**src/hdl/pate_pkg.sv**
```systemverilog
// Package for the positional array table engine.
// Holds the table sizes, command and status codes, the state machine type and
// the control struct that the top level broadcasts to the table cells.
`default_nettype none
package pate_pkg;

	// Table depth and the field widths that follow from it.
	localparam int DEPTH  = 64;
	localparam int IDX_W  = $clog2(DEPTH);
	localparam int CNT_W  = $clog2(DEPTH + 1);
	localparam int DATA_W = 32;
	localparam int POS_W  = 7;
	localparam int CMD_W  = 2;
	localparam int STAT_W = 3;

	// Commands carried by a request transaction.
	typedef enum logic [CMD_W-1:0] {
		CMD_INSERT  = 2'd0,
		CMD_DELETE  = 2'd1,
		CMD_SEARCH  = 2'd2,
		CMD_DISPLAY = 2'd3
	} cmd_t;

	// Status codes carried by a response transaction.
	typedef enum logic [STAT_W-1:0] {
		STAT_OK       = 3'd0,
		STAT_FULL     = 3'd1,
		STAT_EMPTY    = 3'd2,
		STAT_BADPOS   = 3'd3,
		STAT_NOTFOUND = 3'd4
	} status_t;

	// Sequencer states.
	typedef enum logic [1:0] {
		S_IDLE,
		S_EXEC,
		S_FIND,
		S_DISP
	} state_t;

	// What every cell does on the next clock edge.
	typedef enum logic [1:0] {
		CELL_HOLD,
		CELL_INSERT,
		CELL_DELETE,
		CELL_ROTATE
	} cell_op_t;

	// Control broadcast to the row of cells.
	typedef struct packed {
		cell_op_t                  op;
		logic [POS_W-1:0]          pos;
		logic [CNT_W-1:0]          count;
		logic signed [DATA_W-1:0]  value;
	} cell_ctrl_t;

endpackage
`default_nettype wire

```
**src/hdl/pate_cell.sv**
```systemverilog
// One table cell: holds a single entry and loads from itself, its lower or
// upper neighbor, the head cell or the broadcast value. Depends on pate_pkg.
`default_nettype none
module pate_cell
	import pate_pkg::*;
(
	input  wire logic                      clk,
	input  wire cell_ctrl_t                ctrl,
	input  wire logic [IDX_W-1:0]          idx,
	input  wire logic signed [DATA_W-1:0]  lower,
	input  wire logic signed [DATA_W-1:0]  upper,
	input  wire logic signed [DATA_W-1:0]  head,
	output      logic signed [DATA_W-1:0]  entry,
	output      logic                      match,
	output      logic signed [DATA_W-1:0]  pick
);

	logic signed [DATA_W-1:0] entry_q;
	logic signed [DATA_W-1:0] entry_d;
	logic [POS_W-1:0]         idx_pos;
	logic [CNT_W-1:0]         idx_cnt;

	assign idx_pos = POS_W'(idx);
	assign idx_cnt = CNT_W'(idx);

	// Next value of the entry for each table operation.
	always_comb begin
		entry_d = entry_q;
		unique case (ctrl.op)
			CELL_HOLD: begin
				entry_d = entry_q;
			end
			CELL_INSERT: begin
				if (idx_pos == ctrl.pos) begin
					entry_d = ctrl.value;
				end else if (idx_pos > ctrl.pos) begin
					entry_d = lower;
				end
			end
			CELL_DELETE: begin
				if (idx_pos >= ctrl.pos) begin
					entry_d = upper;
				end
			end
			CELL_ROTATE: begin
				if (idx_cnt + CNT_W'(1) == ctrl.count) begin
					entry_d = head;
				end else begin
					entry_d = upper;
				end
			end
			default: begin
				entry_d = entry_q;
			end
		endcase
	end

	// Entry storage; payload only, so no reset.
	always_ff @(posedge clk) begin
		entry_q <= entry_d;
	end

	// Search match, limited to occupied cells, and the one-hot read for delete.
	assign entry = entry_q;
	assign match = (entry_q == ctrl.value) && (idx_cnt < ctrl.count);
	assign pick  = (idx_pos == ctrl.pos) ? entry_q : '0;

endmodule
`default_nettype wire

```
**config.mk**
```make
export PLATFORM = sky130hd
export DESIGN_NAME = pate_cell
export DESIGN_NICKNAME = d
export VERILOG_FILES = /design/src/hdl/pate_pkg.sv /design/src/hdl/pate_cell.sv
export SDC_FILE = /design/constraint.sdc
export NUM_CORES = 1
export LEC_CHECK = 0
export CORE_AREA = 5 5 86 80
export CTS_CLUSTER_DIAMETER = 50
export CTS_CLUSTER_SIZE = 25
export DETAILED_ROUTE_END_ITERATION = 6
export DIE_AREA = 0 0 91 85
export DONT_BUFFER_PORTS = 1
export MAX_ROUTING_LAYER = met4
export PLACE_DENSITY = 0.66
export SLEW_MARGIN = 20
export SYNTH_ARGS = -nofsm -noshare
export SYNTH_HDL_FRONTEND = slang
export SYNTH_SLANG_ARGS = --single-unit
```
**constraint.sdc**
```tcl
create_clock -name clk -period 11.7 [get_ports clk]
set_clock_uncertainty 0.2 [all_clocks]
set_input_delay 0.585 -clock clk [delete_from_list [all_inputs] [get_ports clk]]
set_output_delay 0.585 -clock clk [all_outputs]
set_load 0.1 [all_outputs]
```
Yosys cells after proc, flatten, opt, wreduce, memory -nomap -nowiden:

Cells that the tools add are included.

* $add $sub $neg: 1
* $lt $le $gt $ge: 3
* equality and inequality tests: 8
* multiplexer cells: 6
* bitwise gates (word level): 1
* reductions and logical operators: 3

Operator list (number)
* $mux W32: 5
* $pmux W32 S3: 1
* $eq A32 B32 Y1: 1
* $add A6 B1 Y7 const B: 1
* $eq A6 B7 Y1: 1
* $eq A7 B7 Y1: 1
* $ge A6 B7 Y1: 1
* $gt A6 B7 Y1: 1
* $lt A6 B7 Y1: 1
* $eq A2 B2 Y1 const B: 2
* $ne A3 B3 Y1 const B: 1
* $reduce_and A3 Y1: 1
* $eq A2 B1 Y1 const B: 1
* $logic_not A2 Y1: 1
* $ne A2 B2 Y1 const B: 1
* $logic_and A1 B1 Y1: 1
* $not A1 Y1: 1

* bits in registers: 32
* bits of input ports: 151
* output and inout port bits: 65
* logic and storage cells: 23

Depth between registers and ports, before layout:

Gate-level depths: netlist of the first run.

* depth in word-level cells: 4
* gate-level depth with buffers: 8

Worst setup path after synthesis of the first run:

No wires, ideal clock.

* path kind: input to register
* start point: in ctrl[42] (netlist name)
* end point: reg entry_q[0], in the netlist entry[0] (enable)
* library setup time: 0.533 ns
* arrival: 5.045 ns
* path slack: 5.921 ns
* cell stages on the path: 7
* cell sequence: inv_1 > ha_1 > nand2_1 > o21ai_0 > a21o_1 > a21oi_1 > o311ai_0

* cells in the longest elaborated chain, start to end: 3
* elaborated cells on any way between the ends: 6
* those cells by class: order compare: 2; eq/ne: 3; reduce/logical: 1

Ends and longest elaborated chain
* start, declared: line pate_cell.sv:8 `input wire cell_ctrl_t ctrl,`
* $gt A6 B7 Y1 (tied with other cells): line pate_cell.sv:36 `end else if (idx_pos > ctrl.pos) begin`
* $ne A3 B3 Y1 (no source line) / $ne A2 B2 Y1 (equally long branches)
* $reduce_and A3 Y1 (no source line) (*)
* end signal, assigned: line pate_cell.sv:60 `entry_q <= entry_d;`
* end, declared: line pate_cell.sv:18 `logic signed [DATA_W-1:0] entry_q;`

Every way passes the cells marked *; elsewhere a longest branch is shown, timed or not.
A chain may end at the register's enable or synchronous reset.

Worst setup path after layout of the first run:

* start point: in ctrl[43] (netlist name)
* end point: out pick[16]

* cells in the longest elaborated chain, start to end: 2

Ends and longest elaborated chain
* $eq A6 B7 Y1: line pate_cell.sv:66 `assign pick = (idx_pos == ctrl.pos) ? entry_q : '0;`
* $mux W32: line pate_cell.sv:66
* end, declared: line pate_cell.sv:15 `output logic signed [DATA_W-1:0] pick`

No other way between the ends.

==> metrics list, run 1 <==
- Final Hold Violating Endpoints: 0
- For this design the static power due to leakage is 1.34 nW.
- In the final routed layout, each cell accounts on average for 23.4 µm.
- The min-delay analysis places its worst path in the category input port to register.
* GPL Wtd Cong: 0.849
* Largest net degree at the start of global routing: 71
* Synthesized net count: 483
* Data arrival time of the critical path: 3150 ps
* Number of nets at the end of the flow: 473
* Most used standard cells in the synthesized netlist: 38 x a21oi_1, 36 x xnor2_1
* Total of endpoints with negative setup slack in the final report: 0
* Final cell count without fillers: 382
- Detail-routed via count per cell: 6.26
* Root Buffer: clkbuf_8
* Slowest stage cell on the critical path: and2_1
* Number of routed nets with antenna violations: 0
- Count of clock tree sinks: 32
* Wire length of the first global-routing pass: 13.1 mm
- Final critical path time including I/O delays and setup: 3940 ps
* Kind of critical path: input port to output port
- Counting flops with a built-in enable in the synthesized netlist gives 32.
- Die area: 0.00774 mm²
- Fraction of final layout cells sized beyond drive strength 1: 0.0839
* Required @ worst endpoint: 10920 ps
- In this run the worst path has a maximum fanout of 70.
- Flip-flop count of the largest register, all copies and words added: 32
* Largest buffer count on any clock path: 2
* Hold slack: 319 ps
- Number of distinct library cells after synthesis: 34
* DRC viols: 0
* Synthesis-to-finish area growth: 2.61%
- Of the synthesized area, sequential elements account for 0.308.
- The critical path goes through inv_1 -> ha_1 -> nand4_1 -> nor3_4 -> buf_4 -> and2_1.
- For this run, the leading register cell type out of synthesis is edfxtp_1.
- Post-synthesis sequential element count: 32
- For this design, the CTS-stage hold fixing added 0 buffers.
- The number of antenna violations at the first check in global routing is 0.
- Top area cells in the synthesized netlist: edfxtp_1 31%, mux2i_1 10%, xnor2_1 10%, a211oi_1 7.7%, and2_1 6.4%
- VDD IR max: 71.5 µV
- Post-synthesis instance area: 0.00312 mm²
- The floorplan has 27 rows.
* Post-synth ARST share: 0
- Number of global-route vias before repair: 2416
* Detailed-route via count: 2393
* Setup Buffers After CTS: 0
- The most critical setup path has its startpoint at ctrl[43].
- Dominant cell by count in the synthesized netlist: a21oi_1
- Worst setup path endpoint: pick[16]
- At the pin with the least slew margin, the transition time is 1020 ps.
* Length of the first detailed-routing pass in iterations: 5
- The largest single stage delay on the critical path is 860 ps.
- Adding up every negative setup slack in the final design gives 0 ps.
- Syn Inst Count: 319
- The initial utilization of the core area, before any placement, comes to 0.528.
- Highest attainable clock frequency: 0.254 GHz
- Worst Setup Start Kind: input port
- Outcome: complete, no violations
- Number of buffers added by the clock tree synthesis step: 5
* Synth warnings: 0
* Number of primary I/O pins: 216
- DP Cell Count: 374
* Post-route clock period utilization: 0.336
* Detailed router's first-iteration violation count: 100
- Max-Cap Viols: 0
* Synth Area per Inst: 9.78 µm²
* PwrDens: 140 mW/mm²
* Number of buffers inserted by port buffering: 0
- Post-DP HPWL: 7.21 mm
- TritonCTS clock tree: done
- Of the post-synthesis cell area, the dominant cell type holds 0.308.
* Critical path capture point type: output port
- The layout has 544 filler cells.
- Worst slew slack as a fraction of its limit: 0.318
- WP buf/inv: 2
- The max-slew violation total from the final report is 0.
* Total overflow reported by the global router: 0
- After clock tree synthesis, the clock-pin slew on the worst setup and hold paths is 70 ps.
- 0 antenna diodes ended up in the layout.
* Std-Cell Core Area: 0.00591 mm²
- RSZ-0062 raised after global routing: false
- The clock tree synthesis step divided the H-tree into 2 levels.
* Die extent in y: 85 µm
* Die width: 91 µm
- The routed design has 8.96 mm of wire.
- Number of cells on the critical path: 6
- Across every metal layer, demand over resource in global routing totals 0.220.
* Biggest area consumer among synthesized cells: edfxtp_1
* Post-cts resize count: 0
- On the critical path the largest part of the delay comes from simple AND/OR/NAND/NOR gates.
## worst min path at each step
stage                     cells after the start  slack, ps   endpoint     start
after floorplan                               2        640  entry[10]  ctrl[10]
after global placement                        1        600   entry[6]  ctrl[47]
final                                         1        320   entry[6]  ctrl[47]
after CTS                                     1        310   entry[8]  ctrl[47]
after detailed placement                      1        610   entry[8]  ctrl[47]
after global routing                          1        300  entry[16]  ctrl[47]
## per-layer routing
| layer | global-route usage | routed length [µm] | vias to the layer above |
|---|---|---|---|
| met1 | 0.254 | 3490 | 1100 |
| li1 | - | - | 1139 |
| met2 | 0.381 | 4580 | 145 |
| met4 | 0.0427 | 90 | 0 |
| met3 | 0.0656 | 798 | 9 |
| met5 | - | 0 | - |
## power by group
part           total (W)  switching, W  internal (W)
Clock           0.000104     0.0000425     0.0000620
Combinational  0.0000705     0.0000366     0.0000339
Sequential      0.000272      0.000126      0.000146
Total           0.000447      0.000205      0.000242
## cells in the final DEF (no fill, tap or decap), drive strengths merged
cell / count
nor4: 2
and2: 32
o311ai: 1
a21oi: 38
bufinv: 1
nand2: 5
xnor2: 37
and2b: 30
o22ai: 1
nand3b: 1
xor2: 4
nand3: 2
maj3: 1
a21o: 2
ha: 13
a211oi: 33
mux2i: 32
clkbuf: 5
buf: 3
nor2b: 2
clkinv: 2
nor3: 1
nand4: 10
edfxtp: 32
o211a: 1
inv: 13
o21ai: 3
nor2: 3
## layout make-up
cell class                      count  area [µm²]  area share
Multi-Input combinational cell    254        1970       0.616
Sequential cell                    32         961       0.300
Tap cell                           72        90.1      0.0281
Clock buffer                        5        68.8      0.0215
Inverter                           13        48.8      0.0152
Clock inverter                      3        37.5      0.0117
Timing Repair Buffer                3        22.5     0.00704
## through the flow
| step | setup WS, ps | instance area (µm²) | utilization | power (W) |
|---|---|---|---|---|
| after floorplan | 5920 | 3120 | - | 0.000330 |
| after global placement | 7840 | 3090 | 0.523 | 0.000343 |
| after detailed placement | 7730 | 3090 | 0.523 | 0.000346 |
| after CTS | 7740 | 3200 | 0.541 | 0.000451 |
| after global routing | 7500 | 3200 | 0.541 | 0.000464 |
| final | 7760 | 3200 | 0.541 | 0.000447 |
## cells by family (layout without fill, tap and decap cells)
logic type | Yosys count | count (layout) | share of synthesized area
adders and majority gates | 14 | 14 | 0.0554
xor gates and xnor gates | 41 | 41 | 0.118
and+or+nand+nor | 88 | 88 | 0.193
DFF | 32 | 32 | 0.308
muxes | 32 | 32 | 0.103
buffers and inverters | 33 | 24 | 0.0642
AOI/OAI and AO/OA | 79 | 79 | 0.160
Note: power is estimated with default switching activity, not from simulation.
==> run 2, diff against run 1 <==
Settings changed: ABC_AREA from default to 1, CORE_AREA 5 5 86 80 to 5 5 94 87, DIE_AREA 0 0 91 85 to 0 0 99 92.
Clock period 11.7 ns to 3.8 ns, I/O delays scaled along.
==> run 2 against run 1 <==
Against the previous run:
- area after synthesis is 21% higher
- worst setup slack worse by 6500 ps
- first-iteration DRC count is 54% higher
- cell count is 99% higher
- largest cell class unchanged
==> metrics list, run 2 <==
* Hold path endpoint: entry[2]
- The clock input transition at the sequential cells of the worst setup and hold paths was 70 ps (about the same).
- Post-DP HPWL: 9.46 mm (+31%)
- The number of ports placed on the die boundary is 216 (unchanged).
- The maximum single-stage delay on the critical path is 580 ps (-280 ps).
- By count the netlist is led by 152 x inv_1, 116 x nand2_1, 83 x nor2_1.
* Final critical path time including I/O delays and setup: 2490 ps
- The wire length of the first global-routing pass came to 19.3 mm (+47%).
- Based on the critical path, the design can be clocked at up to 0.401 GHz.
- Slowest stage cell on the critical path: a31oi_4
- CTS Hold Bufs: 0 (unchanged)
- The floorplan die width came to 99 µm (+8.8%).
- The sequential element share of the synthesized area is 0.254 (-0.0536).
* Root Buffer: clkbuf_8
* Initial Util: 0.539 (+0.0116)
- Total overflow reported by the global router: 0 (unchanged)
- The worst setup timing slack at the placement stage was 999 ps (-6730 ps).
- The maximum clock path buffer count was 2 (unchanged).
* Number of distinct library cells after synthesis: 31 (-8.8%)
- Number of global-route vias before repair: 3965 (+64%)
- The mean post-synth cell area came to 6.08 µm² (-38%).
* Routed length per placed instance: 16.1 µm (-31%)
- The count of final hold-check violations is 0 (unchanged).
* Worst slew slack as a fraction of its limit: 0.373 (+0.0549)
- The total negative slack came to 0 ps (unchanged).
- The arrival time at the worst endpoint was 2260 ps (-890 ps).
- Ant diodes: 0 (unchanged)
- Length of the first detailed-routing pass in iterations: 5 (unchanged)
- Detailed-route via count: 4056 (+69%)
- The combined global-route utilization of all metal layers was 0.266 (+0.0460).
- The total power came to 0.00159 W (+250%).
* Detail-routed via count per cell: 5.32 (-15%)
* PwrDens: 356 mW/mm² (+150%)
* Worst Setup Start Kind: input port
- In the finished design, the share of the clock period the worst path needs comes to 0.656.
- The register bit total from synthesis came to 32 (unchanged).
* Number of routed nets with antenna violations: 0 (unchanged)
* Detailed router's first-iteration violation count: 154 (+54%)
- Outcome: complete, no violations
- Synth warnings: 0 (unchanged)
* WHS Path Cells: 4 (+3)
- STA classifies the critical path endpoint as a register.
- Synthesis-to-finish area growth: 18.2%
- Worst Hold Launch: upper[2]
- The net count after synthesis is 785 (+63%).
- Setup repair after global routing left no endpoint under its margin.
- The number of enable flip-flop cells after synthesis came to 32 (unchanged).
- The max-cap violation count came to 0 (unchanged).
- Leakage power: 2.42 nW (+81%)
* Std-Cell Core Area: 0.00700 mm² (+18%)
- Worst Tran Pin Value: 939 ps (-83.3 ps)
- Biggest area consumer among synthesized cells: edfxtp_1
- TritonCTS built the clock tree.
* VDD IR max: 194 µV (+170%)
- The TritonCTS sink count is 32 (unchanged).
- Area fraction of the dominant cell type after synthesis: 0.254 (-0.0536)
- Main flop type after synthesis: edfxtp_1
- Flip-flop count of the largest register, all copies and words added: 32 (unchanged)
* Dominant cell by count in the synthesized netlist: inv_1
* Number of filler instances in the final layout: 688 (+26%)
- The post-layout net count is 832 (+76%).
- Sorting the synthesized cells by area gives the leading types as edfxtp_1 25%, inv_1 15%, nand2_1 12%, nand3_1 9.9%, nor2_1 8.3%.
* Number of buffers added by the clock tree synthesis step: 5 (unchanged)
- The slack of the critical path was 1310 ps (-6460 ps).
- GPL Wtd Cong: 0.938 (+10%)
- The number of rows in the core area is 29 (+7.4%).
- The overall die area came to 0.00911 mm² (+18%).
* Total of endpoints with negative setup slack in the final report: 0 (unchanged)
* Setup Buffers After CTS: 0 (unchanged)
- The number of antenna violations at the first check in global routing is 0 (unchanged).
- The number of input and output port buffers inserted came to 0 (unchanged).
- The required time at the endpoint of the critical path is 3570 ps (-7350 ps).
* DP Cell Count: 754 (+100%)
* Number of H-tree levels: 2 (unchanged)
- The maximum number of pins on one net before global-route repair was 65 (-8.5%).
* Syn Inst Count: 621 (+95%)
- DRC viols: 0 (unchanged)
- Ordered cell list for the critical path: inv_1 -> ha_1 -> nand2_1 -> nor2_1 -> nand2_4 -> inv_1 -> buf_4 -> nor2_1 -> a31oi_4 -> buf_4
- Post-synthesis instance area: 0.00378 mm² (+21%)
- The library cells used most frequently in the layout, excluding fill and tap cells, are 152 x inv_1, 115 x nand2_1, 75 x nand3_1.
* Number of pins exceeding their max-slew limit in the final report: 0 (unchanged)
* Hold slack: 5.77 ps (-313 ps)
- Die extent in y: 92 µm (+8.2%)
* Post-Route WL: 12.3 mm (+37%)
- Path class of the lowest-slack min-delay path: input port to register
* Post-synth ARST share: 0 (unchanged)
* Final cell count without fillers: 762 (+99%)
- The library cell used most frequently in the layout, excluding fill and tap cells, is inv_1.
- Post-cts resize count: 0 (unchanged)
- The critical path in this run is classified as input port to register.
- The highest net fanout along the worst path came to 33 (-53%).
- Fraction of final layout cells sized beyond drive strength 1: 0.184 (+0.100)
## run 2: final cells by class
| cell class | instances | area, µm² | share of cell area |
|---|---|---|---|
| clock buffers | 5 | 68.8 | 0.0154 |
| multi-input cells | 407 | 2190 | 0.490 |
| inverters | 153 | 574 | 0.129 |
| flip-flops and latches | 32 | 961 | 0.215 |
| well taps | 93 | 116 | 0.0261 |
| repair buffers | 69 | 518 | 0.116 |
| clock inverters | 3 | 37.5 | 0.00841 |
## run 2: worst max-delay path, delay by kind of cell
| family | cells | cell delay, ps |
|---|---|---|
| buf+inv | 4 | 740 |
| compound gates | 1 | 580 |
| simple gates | 4 | 430 |
| fa+ha+maj | 1 | 310 |
## run 2: where the power goes
part           switching (W)  internal, W
clock network       0.000124     0.000191
logic               0.000624     0.000182
registers          0.0000143     0.000452
## run 2: cells by family (layout without fill, tap and decap cells)
kind of cell / after synthesis / after routing / synth area share
flip-flops: 32 / 32 / 0.254
AND/OR/NAND/NOR: 291 / 291 / 0.330
adder cells (fa/ha/maj): 13 / 13 / 0.0431
buffers and inverters: 182 / 230 / 0.194
AO/OA/AOI/OAI: 75 / 75 / 0.113
XOR/XNOR: 28 / 28 / 0.0649
## run 2: worst max path at each step
stage / startpoint / endpoint / depth (start not counted)
finish: ctrl[43] / entry[6] / 10
global route: entry[26] / match / 9
CTS: ctrl[43] / entry[6] / 10
detailed placement: ctrl[43] / entry[26] / 10
global placement: ctrl[41] / entry[21] / 10
floorplan: ctrl[41] / entry[0] / 9
## run 2: per-stage QoR
stage	util	instance area [µm²]
after floorplan	-	3780
after detailed placement	0.622	4360
after CTS	0.637	4460
final	0.637	4460
after global routing	0.637	4460
after global placement	0.622	4360
## run 2: routing by layer
layer / GRT usage / vias up / wire (µm)
met4: 0.0648 / 0 / 161
met5: - / - / 0
met1: 0.312 / 1822 / 4760
li1: - / 2014 / -
met2: 0.453 / 205 / 6090
met3: 0.0736 / 15 / 1280
